==> config.mk <==
export PLATFORM = sky130hd
export DESIGN_NAME = mstw_ctrl
export DESIGN_NICKNAME = d
export VERILOG_FILES = /design/src/mstw_pkg.sv /design/src/mstw_ctrl.sv
export SDC_FILE = /design/constraint.sdc
export NUM_CORES = 1
export LEC_CHECK = 0
export BUFFER_PORTS_ARGS = -buffer_cell sky130_fd_sc_hd__clkbuf_2
export CORE_ASPECT_RATIO = 0.75
export CORE_MARGIN = 5
export CORE_UTILIZATION = 50
export CTS_BUF_LIST = sky130_fd_sc_hd__clkbuf_8
export DETAILED_ROUTE_END_ITERATION = 7
export PLACE_DENSITY = 0.88
export REMOVE_ABC_BUFFERS = 1
export SYNTH_ARGS = -nofsm -noshare
export SYNTH_HDL_FRONTEND = slang
export SYNTH_SLANG_ARGS = --single-unit
==> constraint.sdc <==
create_clock -name clk -period 1.5 [get_ports clk]
set_clock_uncertainty 0.1 [all_clocks]
set_input_delay 0 -clock clk [delete_from_list [all_inputs] [get_ports clk]]
set_output_delay 0 -clock clk [all_outputs]
set_load 0.05 [all_outputs]
==> src/mstw_pkg.sv <==
// ----------------------------------------------------------------------------
// mstw_pkg
// Shared types, widths and command codes for the spanning tree weight block.
// ----------------------------------------------------------------------------
`default_nettype none

package mstw_pkg;

  localparam int unsigned MAX_VERTICES = 1024;
  localparam int unsigned MAX_EDGES    = 1024;

  localparam int unsigned VW = 10;   // vertex index width
  localparam int unsigned CW = 11;   // count / vertex_count width
  localparam int unsigned WW = 16;   // edge weight width
  localparam int unsigned SW = 26;   // weight sum width
  localparam int unsigned HAW = 10;  // heap memory address width

  typedef struct packed {
    logic [WW-1:0] w;
    logic [VW-1:0] a;
    logic [VW-1:0] b;
  } heap_entry_t;

  // datapath operation codes
  localparam logic [4:0] OP_NONE      = 5'd0;
  localparam logic [4:0] OP_LOAD      = 5'd1;
  localparam logic [4:0] OP_PUSH_INIT = 5'd2;
  localparam logic [4:0] OP_PUSH_RD   = 5'd3;
  localparam logic [4:0] OP_PUSH_CMP  = 5'd4;
  localparam logic [4:0] OP_PUSH_FIN  = 5'd5;
  localparam logic [4:0] OP_CLR_INIT  = 5'd6;
  localparam logic [4:0] OP_CLR       = 5'd7;
  localparam logic [4:0] OP_POP_TOP   = 5'd8;
  localparam logic [4:0] OP_POP_LAST  = 5'd9;
  localparam logic [4:0] OP_POP_INIT  = 5'd10;
  localparam logic [4:0] OP_SD_RD1    = 5'd11;
  localparam logic [4:0] OP_SD_RD2    = 5'd12;
  localparam logic [4:0] OP_SD_CMP    = 5'd13;
  localparam logic [4:0] OP_POP_FIN   = 5'd14;
  localparam logic [4:0] OP_FA_INIT   = 5'd15;
  localparam logic [4:0] OP_FIND_RD   = 5'd16;
  localparam logic [4:0] OP_FA_CHK    = 5'd17;
  localparam logic [4:0] OP_FB_INIT   = 5'd18;
  localparam logic [4:0] OP_FB_CHK    = 5'd19;
  localparam logic [4:0] OP_UN1       = 5'd20;
  localparam logic [4:0] OP_UN2       = 5'd21;
  localparam logic [4:0] OP_OUT       = 5'd22;

  typedef struct packed {
    logic [4:0] op;
  } mstw_cmd_t;

  typedef struct packed {
    logic is_compute;
    logic add_ok;
    logic i_gt1;
    logic gt;
    logic clr_last;
    logic acc_done;
    logic empty;
    logic has_child;
    logic brk;
    logic top_bad;
    logic par_neg;
    logic same_root;
    logic out_free;
  } mstw_sts_t;

endpackage

`default_nettype wire

==> src/mstw_ctrl.sv <==
// ----------------------------------------------------------------------------
// mstw_ctrl
// Sequencer for heap insert, union-find clear, pop/sift and find/union.
// ----------------------------------------------------------------------------
`default_nettype none

module mstw_ctrl (
  input  wire logic               clk,
  input  wire logic               rst_n,
  input  wire logic               in_valid,
  output logic                    in_stall,
  input  wire mstw_pkg::mstw_sts_t sts,
  output mstw_pkg::mstw_cmd_t     cmd
);

  localparam logic [4:0] S_IDLE      = 5'd0;
  localparam logic [4:0] S_DISP      = 5'd1;
  localparam logic [4:0] S_PUSH_INIT = 5'd2;
  localparam logic [4:0] S_PUSH_CHK  = 5'd3;
  localparam logic [4:0] S_PUSH_RD   = 5'd4;
  localparam logic [4:0] S_PUSH_CMP  = 5'd5;
  localparam logic [4:0] S_PUSH_FIN  = 5'd6;
  localparam logic [4:0] S_CLR_INIT  = 5'd7;
  localparam logic [4:0] S_CLR       = 5'd8;
  localparam logic [4:0] S_LOOP      = 5'd9;
  localparam logic [4:0] S_POP_TOP   = 5'd10;
  localparam logic [4:0] S_POP_LAST  = 5'd11;
  localparam logic [4:0] S_POP_INIT  = 5'd12;
  localparam logic [4:0] S_SIFT      = 5'd13;
  localparam logic [4:0] S_SD_RD1    = 5'd14;
  localparam logic [4:0] S_SD_RD2    = 5'd15;
  localparam logic [4:0] S_SD_CMP    = 5'd16;
  localparam logic [4:0] S_POP_FIN   = 5'd17;
  localparam logic [4:0] S_FA_INIT   = 5'd18;
  localparam logic [4:0] S_FA_RD     = 5'd19;
  localparam logic [4:0] S_FA_CHK    = 5'd20;
  localparam logic [4:0] S_FB_INIT   = 5'd21;
  localparam logic [4:0] S_FB_RD     = 5'd22;
  localparam logic [4:0] S_FB_CHK    = 5'd23;
  localparam logic [4:0] S_UNION_CHK = 5'd24;
  localparam logic [4:0] S_UN1       = 5'd25;
  localparam logic [4:0] S_UN2       = 5'd26;
  localparam logic [4:0] S_FINISH    = 5'd27;

  logic [4:0] state_r, state_nxt;

  always_ff @(posedge clk) begin
    if (!rst_n) begin
      state_r <= S_IDLE;
    end else begin
      state_r <= state_nxt;
    end
  end

  assign in_stall = (state_r != S_IDLE);

  always_comb begin
    state_nxt = state_r;
    cmd.op    = mstw_pkg::OP_NONE;
    unique case (state_r)
      S_IDLE: begin
        if (in_valid) begin
          cmd.op    = mstw_pkg::OP_LOAD;
          state_nxt = S_DISP;
        end
      end
      S_DISP: begin
        if (sts.is_compute) state_nxt = S_CLR_INIT;
        else if (sts.add_ok) state_nxt = S_PUSH_INIT;
        else state_nxt = S_IDLE;
      end
      S_PUSH_INIT: begin
        cmd.op    = mstw_pkg::OP_PUSH_INIT;
        state_nxt = S_PUSH_CHK;
      end
      S_PUSH_CHK: state_nxt = sts.i_gt1 ? S_PUSH_RD : S_PUSH_FIN;
      S_PUSH_RD: begin
        cmd.op    = mstw_pkg::OP_PUSH_RD;
        state_nxt = S_PUSH_CMP;
      end
      S_PUSH_CMP: begin
        cmd.op    = mstw_pkg::OP_PUSH_CMP;
        state_nxt = sts.gt ? S_PUSH_CHK : S_IDLE;
      end
      S_PUSH_FIN: begin
        cmd.op    = mstw_pkg::OP_PUSH_FIN;
        state_nxt = S_IDLE;
      end
      S_CLR_INIT: begin
        cmd.op    = mstw_pkg::OP_CLR_INIT;
        state_nxt = S_CLR;
      end
      S_CLR: begin
        cmd.op    = mstw_pkg::OP_CLR;
        if (sts.clr_last) state_nxt = S_LOOP;
      end
      S_LOOP: state_nxt = (sts.acc_done || sts.empty) ? S_FINISH : S_POP_TOP;
      S_POP_TOP: begin
        cmd.op    = mstw_pkg::OP_POP_TOP;
        state_nxt = S_POP_LAST;
      end
      S_POP_LAST: begin
        cmd.op    = mstw_pkg::OP_POP_LAST;
        state_nxt = S_POP_INIT;
      end
      S_POP_INIT: begin
        cmd.op    = mstw_pkg::OP_POP_INIT;
        state_nxt = S_SIFT;
      end
      S_SIFT: state_nxt = sts.has_child ? S_SD_RD1 : S_POP_FIN;
      S_SD_RD1: begin
        cmd.op    = mstw_pkg::OP_SD_RD1;
        state_nxt = S_SD_RD2;
      end
      S_SD_RD2: begin
        cmd.op    = mstw_pkg::OP_SD_RD2;
        state_nxt = S_SD_CMP;
      end
      S_SD_CMP: begin
        cmd.op    = mstw_pkg::OP_SD_CMP;
        state_nxt = sts.brk ? S_POP_FIN : S_SIFT;
      end
      S_POP_FIN: begin
        cmd.op    = mstw_pkg::OP_POP_FIN;
        state_nxt = sts.top_bad ? S_LOOP : S_FA_INIT;
      end
      S_FA_INIT: begin
        cmd.op    = mstw_pkg::OP_FA_INIT;
        state_nxt = S_FA_RD;
      end
      S_FA_RD: begin
        cmd.op    = mstw_pkg::OP_FIND_RD;
        state_nxt = S_FA_CHK;
      end
      S_FA_CHK: begin
        cmd.op    = mstw_pkg::OP_FA_CHK;
        state_nxt = sts.par_neg ? S_FB_INIT : S_FA_RD;
      end
      S_FB_INIT: begin
        cmd.op    = mstw_pkg::OP_FB_INIT;
        state_nxt = S_FB_RD;
      end
      S_FB_RD: begin
        cmd.op    = mstw_pkg::OP_FIND_RD;
        state_nxt = S_FB_CHK;
      end
      S_FB_CHK: begin
        cmd.op    = mstw_pkg::OP_FB_CHK;
        state_nxt = sts.par_neg ? S_UNION_CHK : S_FB_RD;
      end
      S_UNION_CHK: state_nxt = sts.same_root ? S_LOOP : S_UN1;
      S_UN1: begin
        cmd.op    = mstw_pkg::OP_UN1;
        state_nxt = S_UN2;
      end
      S_UN2: begin
        cmd.op    = mstw_pkg::OP_UN2;
        state_nxt = S_LOOP;
      end
      S_FINISH: begin
        if (sts.out_free) begin
          cmd.op    = mstw_pkg::OP_OUT;
          state_nxt = S_IDLE;
        end
      end
      default: state_nxt = S_IDLE;
    endcase
  end

endmodule

`default_nettype wire

==> metrics.yaml, run 1 <==
place_congestion: 1.004
row_count: 13
syn-cell-area_um2: 980.9
dp_cells: 214
postCtsSetupRepairBufs: 10
root_buffer: "clkbuf_8"
ios: 22
error: "[ERROR DPL-0038] Utilization greater than 100%, impossible to legalize"
ctsResizeCount: 87
io_buffers: 21
yosysUniqueCellTypes: 56
cts_hold_buf: 1
start_util_pct: 54.33
ys.flop_type: "dfxtp_1"
htree_levels: 1
synthCells: 139
chipWidth_um: 61.15
numCtsBuffers: 3
cts_sinks: 5
synthTopCellsByArea: "dfxtp_1, nand2b_1, a21oi_1"
hpwl_um: 3085
netlist.top_cell.by_area: "dfxtp_1"
place_area_um2: 1423
async_flop_share_pct: 0
ys_seq_elements: 5
outcome: "aborted with a tool error"
yosysSeqAreaShare_pct: 10.20
lastStage: "4_1_cts"
clockBufferDepth: 2
ys_warn_count: 0
synth_top_area_share_pct: 10.20
avgSynthCellArea_um2: 7.057
die_h_um: 48.36
synth_edf_count: 0
==> cell usage after synthesis (all sizes together), types with 3 or more instances <==
cell type  instances
buf               13
nor2              11
a21oi              9
nand2b             9
inv                7
o21ai              7
nand2              6
nor2b              6
dfxtp              5
nor3               5
nand3              4
o32ai              4
a2111oi            3
a221oi             3
nand3b             3
o211ai             3
o22ai              3
==> per-stage QoR <==
step           setup WS [ns]  TNS [ns]  utilization (%)
2_1_floorplan        -0.7184    -3.379                -
3_3_place_gp         -0.1726   -0.8752            78.79
3_5_place_dp         -0.2853    -1.743            78.79
==> cells by family after synthesis <==
| kind of cell | after synthesis | share of synthesized area [%] |
|---|---|---|
| muxes | 1 | 1.148 |
| AOI/OAI and AO/OA | 52 | 39.67 |
| buffers and inverters | 21 | 11.99 |
| DFF | 5 | 10.20 |
| and+or+nand+nor | 59 | 36.10 |
| xor gates and xnor gates | 1 | 0.8930 |
==> inputs of run 2 (changes only) <==
CORE_AREA = 5 5 66 68   (was unset)
CORE_ASPECT_RATIO = unset   (was 0.75)
CORE_MARGIN = unset   (was 5)
CORE_UTILIZATION = unset   (was 50)
CTS_BUF_LIST = unset   (was sky130_fd_sc_hd__clkbuf_8)
DIE_AREA = 0 0 71 73   (was unset)
PLACE_DENSITY = unset   (was 0.88)
PLACE_DENSITY_LB_ADDON = 0.15   (was unset)
clock period = 2 ns   (was 1.5 ns; I/O delays follow)
==> run 2 against run 1 <==
The run now ends clean. Area after synthesis unchanged. Synthesized cell count unchanged.
==> metrics.yaml, run 2 <==
worst_slack_ns: 0.1045
avgSynthCellArea_um2: 7.057  # unchanged
postCtsSetupRepairBufs: 0  # -10
hold_path_class: "primary input to register"
endpoint_kind: "primary output"
cellPowerDensity_nw_per_um2: 1210
hpwl_um: 2549  # -17%
synthCells: 139  # unchanged
r2r_slack_ns: 0.19
synthTopCellsByArea: "dfxtp_1, nand2b_1, a21oi_1"
drc: 0
worstSetupPathType: "register to primary output"
worst_slew_pin_slew_ns: 0.6622
start_kind: "register"
dieArea_um2: 5183
layoutNonFillerInstCount: 213
cts.clk_slew.worst_paths_ns: 0.04
fin_nets: 180
cp.arrival_ns: 1.80
coreArea_um2: 3799
cp.required_ns: 1.90
ys_warn_count: 0  # unchanged
synth_edf_count: 0  # unchanged
nFillCells: 445
grt_max_degree: 18
numCtsBuffers: 3  # unchanged
antenna_cells: 0
mostFrequentLayoutCell: "clkbuf_2"
p_leak_nw: 0.4607
slew_headroom_pct: 54.71
grt_pass1_wl_um: 5423
synthTopCellsByCount: "nor2_1, a21oi_1, nand2b_1"
htree_levels: 1  # unchanged
async_flop_share_pct: 0  # unchanged
die_h_um: 73  # +51%
vias_per_cell: 5.446
cp_num_buf_inv: 2
vias: 1160
grt_pass1_vias: 1137
ys.flop_type: "dfxtp_1"
rsz0062_at_grt: "no"
antenna_left: 0
firstDrtPassIters: 4
setup_viol: 0
synth_top_area_share_pct: 10.20  # unchanged
crit_path_max_fanout: 17
yosysUniqueCellTypes: 56  # unchanged
ys_seq_elements: 5  # unchanged
start_util_pct: 25.82  # -29 points
max_stage_delay_ns: 0.42
grt.total_usage_pct: 13.01
path_cells: "buf_4 > or3b_1 > o21a_1 > o221ai_1 > clkbuf_4"
reg.largest.list: "state_r: 5 flops"
outcome: "finished, final reports clean"
clockBufferDepth: 2  # unchanged
ios: 22  # unchanged
drv_cap: 0
netlist.top_cell.by_area: "dfxtp_1"
drv_slew: 0
wl_um: 3177
drive_gt1_share_pct: 28.83
final_cell_mix: "clkbuf_2, buf_4, nor2_1, nand2b_1, a21oi_1"
io_buffers: 21  # unchanged
max_freq_mhz: 527.6
yosysSeqAreaShare_pct: 10.20  # unchanged
cts_sinks: 5  # unchanged
dp_cells: 208  # -2.8%
row_count: 23  # +10
syn-cell-area_um2: 980.9  # unchanged
antenna_found_initial: 0
pre_cts_ws_ns: 0.1909  # +0.4762 ns
regMostFlops: "state_r"
cp_slowest_cell: "or3b_1"
cts_tree: "yes"
area_growth_pct: 23.09
synth.most_common_cell: "nor2_1"
peakVddDrop_uv: 674.9
cp_top_family: "buffers and inverters"
period_minus_slack_ns: 1.896
drt_iter0_markers: 92
chipWidth_um: 71  # +16%
largest_register_ffs: 5
hold_violations: 0
fin_crit_sh_pct: 94.78
insertion_delay_ns: 0.23
place_congestion: 0.9432  # -6.1%
overflow: 0
root_buffer: "clkbuf_8"
wire_per_inst_um: 14.92
final_util_pct: 31.79
-- run 2: area by class of cell --
cell class,count,area [um^2],area share [%]
tap,50,62.56,5.181
clock buffer,4,45.04,3.731
timing repair buffer,34,207.7,17.20
inverter,7,26.28,2.176
multi-input combinational,113,763.2,63.21
sequential,5,102.6,8.497
-- run 2: final timing paths --
check,startpoint,endpoint,depth (start not counted)
setup / recovery,state_r[3],cmd[3],5
setup reg to reg,state_r[0],state_r[3],5
hold reg to reg,state_r[1],state_r[3],2
hold / removal,sts[0],state_r[0],4
-- run 2: timing repair --
item                       CTS  global route
hold endpoints to repair     4             0
setup endpoints to repair    1             2
pin swaps                    0             0
resized for setup            1             3
hold buffers                 1             0
-- run 2: cell families (layout without fill, tap and decap cells) --
family	after synthesis	in the layout	synth area share, %
AOI/OAI and AO/OA	52	52	39.67
xor gates and xnor gates	1	1	0.8930
buffers and inverters	21	45	11.99
DFF	5	5	10.20
muxes	1	1	1.148
and+or+nand+nor	59	59	36.10
-- run 2: tightest hold or removal path, cell delays in order --
cell and delay [ns]:
clkbuf_2 0.13, nor3_1 0.09, nand2_1 0.07, o21ai_1 0.05
-- run 2: report_power, final --
part           internal [W]  switching, W  total (W)
Combinational      0.000394      0.000672    0.00107
Sequential         0.000131     0.0000726   0.000203
Clock              0.000137     0.0000545   0.000192
Total              0.000662      0.000799    0.00146
-- run 2: per-layer routing --
metal / global-route usage, % / up-vias / part of all wire [%]
met4: 6.889 / 0 / 2.3
met1: 16.79 / 532 / 48
met2: 20.91 / 41 / 45
met3: 1.928 / 8 / 5.1
li1: - / 579 / -
met5: 0 / - / 0
-- run 2: stage by stage --
step           hold slack (ns)  instance area (um^2)  TNS, ns  total power [W]
6_report               0.07449                  1207        0         0.001461
5_1_grt                 0.1139                  1207        0         0.001575
4_1_cts                0.08521                  1204        0         0.001460
3_5_place_dp            0.1725                  1147        0         0.001263
3_3_place_gp            0.1745                  1147        0         0.001274
2_1_floorplan          0.01460                 889.6  -0.2494        0.0009414
No activity file was read; power rests on OpenSTA's default activity.
==> inputs of run 3 (changes only) <==
==> constraint.sdc (replaced) <==
create_clock -name clk -period 2 [get_ports clk]
set_clock_uncertainty 0.1 [all_clocks]
set_input_delay 0.6 -clock clk [delete_from_list [all_inputs] [get_ports clk]]
set_output_delay 0.6 -clock clk [all_outputs]
set_load 0.05 [all_outputs]
==> run 3 against run 2 <==
Global-route usage is 2.5 points higher. Die area unchanged. Maximum frequency is 13% lower. The run now ends with setup timing left. Critical path depth decreased by 1. Critical endpoint unchanged. Combinational power rose by 73%. Core utilization grew 15 points. Sequential share of layout area shrank 2.0 points.
==> metrics.yaml, run 3 (synthesis gave the netlist of run 2 again) <==
outcome: "complete, but fails checks"
violations: "setup timing"
peakVddDrop_uv: 952.7  # +41%
wire_per_inst_um: 15.31  # +2.6%
start_util_pct: 25.82  # unchanged
vias: 1335  # +15%
clockBufferDepth: 2  # unchanged
slew_headroom_pct: 71.04  # +16 points
hold_violations: 0  # unchanged
drt_iter0_markers: 82  # -11%
path_cells: "or3b_4 > o21a_1 > o221ai_2 > buf_12"
period_minus_slack_ns: 2.173  # +0.2777 ns
cp.required_ns: 1.30  # -0.60 ns
max_freq_mhz: 460.2  # -13%
cp_top_family: "simple AND/OR/NAND/NOR gates"
cp_num_buf_inv: 1  # -1
numCtsBuffers: 3  # unchanged
dp_cells: 241  # +16%
largest_register_ffs: 5  # unchanged
io_buffers: 21  # unchanged
cts_sinks: 5  # unchanged
nFillCells: 408  # -8.3%
whs_ns: 0.5293  # +0.4548 ns
place_congestion: 0.8110  # -14%
regMostFlops: "state_r"
drc: 0  # unchanged
worst_slew_pin_slew_ns: 0.4234  # -0.2388 ns
wl_um: 3934  # +24%
row_count: 23  # unchanged
rsz0062_at_grt: "yes"
layoutNonFillerInstCount: 257  # +21%
chipWidth_um: 71  # unchanged
worstSetupPathType: "register to primary output"
antenna_found_initial: 0  # unchanged
htree_levels: 1  # unchanged
overflow: 0  # unchanged
start_kind: "register"
endpoint_kind: "primary output"
crit_path_max_fanout: 7  # -10
antenna_left: 0  # unchanged
tns_ns: -0.5954  # -0.5954 ns
hold_path_class: "primary input to register"
cts_tree: "yes"
grt_pass1_vias: 1409  # +24%
cp_slowest_cell: "or3b_4"
ios: 22  # unchanged
insertion_delay_ns: 0.23  # about the same
vias_per_cell: 5.195  # -4.6%
pre_cts_ws_ns: -0.2171  # -0.4080 ns
register_area_um2: 116.4  # +13%
dieArea_um2: 5183  # unchanged
cts.clk_slew.worst_paths_ns: 0.04  # about the same
coreArea_um2: 3799  # unchanged
grt.total_usage_pct: 15.52  # +2.5 points
grt_max_degree: 13  # -5
worst_slack_ns: -0.1732  # -0.2777 ns
max_stage_delay_ns: 0.40  # -0.02 ns
cellPowerDensity_nw_per_um2: 1274  # +5.2%
fin_nets: 224  # +24%
area_growth_pct: 82.53
drv_cap: 0  # unchanged
mostFrequentLayoutCell: "buf_4"
multiInputGateArea_um2: 885.9  # +16%
cp.arrival_ns: 1.47  # -0.33 ns
drv_slew: 0  # unchanged
firstDrtPassIters: 4  # unchanged
hpwl_um: 2892  # +13%
grt_pass1_wl_um: 6534  # +20%
reg.largest.list: "state_r: 5 flops"
final_cell_mix: "buf_4, clkbuf_2, buf_6, nor2_1, nand2b_1"
setup_viol: 5  # +5
drive_gt1_share_pct: 54.59  # +26 points
total_power_w: 0.002280  # +56%
die_h_um: 73  # unchanged
root_buffer: "clkbuf_8"
antenna_cells: 0  # unchanged
p_leak_nw: 0.7450  # +62%
fin_crit_sh_pct: 108.7  # +14 points
==> run 3: cell count changes in the layout (fill, tap and decap cells not counted), sizes merged <==
cell / change
buf: +50
dlygate4sd3: -1
clkbuf: -5
==> run 3: per-layer routing <==
layer | up-vias | share of wire (%) | track usage, %
li1 | 665 | - | -
met1 | 630 | 44 | 18.82
met2 | 35 | 50 | 28.94
met3 | 5 | 4.4 | 1.515
met4 | 0 | 1.6 | 4.384
met5 | - | 0 | 0
==> run 3: area by class of cell <==
cell class	count	share of cell area, %
multi-input cells	113	49.48
repair buffers	78	36.55
flip-flops and latches	5	6.499
well taps	50	3.494
clock buffers	4	2.516
inverters	7	1.468
==> run 3: report_power, final <==
| part | internal (W) | switching [W] |
|---|---|---|
| Clock | 0.000137 | 0.0000553 |
| Sequential | 0.000146 | 0.0000941 |
| Combinational | 0.000995 | 0.000854 |
| Total | 0.00128 | 0.00100 |
==> run 3: stage by stage <==
step,util (%),cell area (um^2)
after floorplan,-,889.6
after global placement,37.91,1440
after detailed placement,37.91,1440
after CTS,45.55,1730
after global routing,47.13,1790
final,47.13,1790
==> run 3: worst reg2reg max path, delay by kind of cell (launching register included) <==
kind	cells	cell delay, ns
flip-flops	1	0.33
buffers and inverters	3	0.46
AO/OA/AOI/OAI	3	0.42
AND/OR/NAND/NOR	1	0.52
==> run 3: repair_timing <==
item | 4_1_cts | 5_1_grt
gates resized for setup | 45 | 15
setup buffers | 11 | 1
hold buffers | 0 | 0
pin swaps | 11 | 9
setup endpoints to repair | 9 | 6
==> run 3: worst paths after layout <==
check | startpoint | to | slack [ns] | depth (start not counted)
hold reg to reg | state_r[0] | state_r[2] | 0.68 | 3
setup reg to reg | state_r[4] | state_r[3] | 0.08 | 7
hold / removal | rst_n | state_r[4] | 0.53 | 2
setup / recovery | state_r[3] | cmd[3] | -0.17 | 4
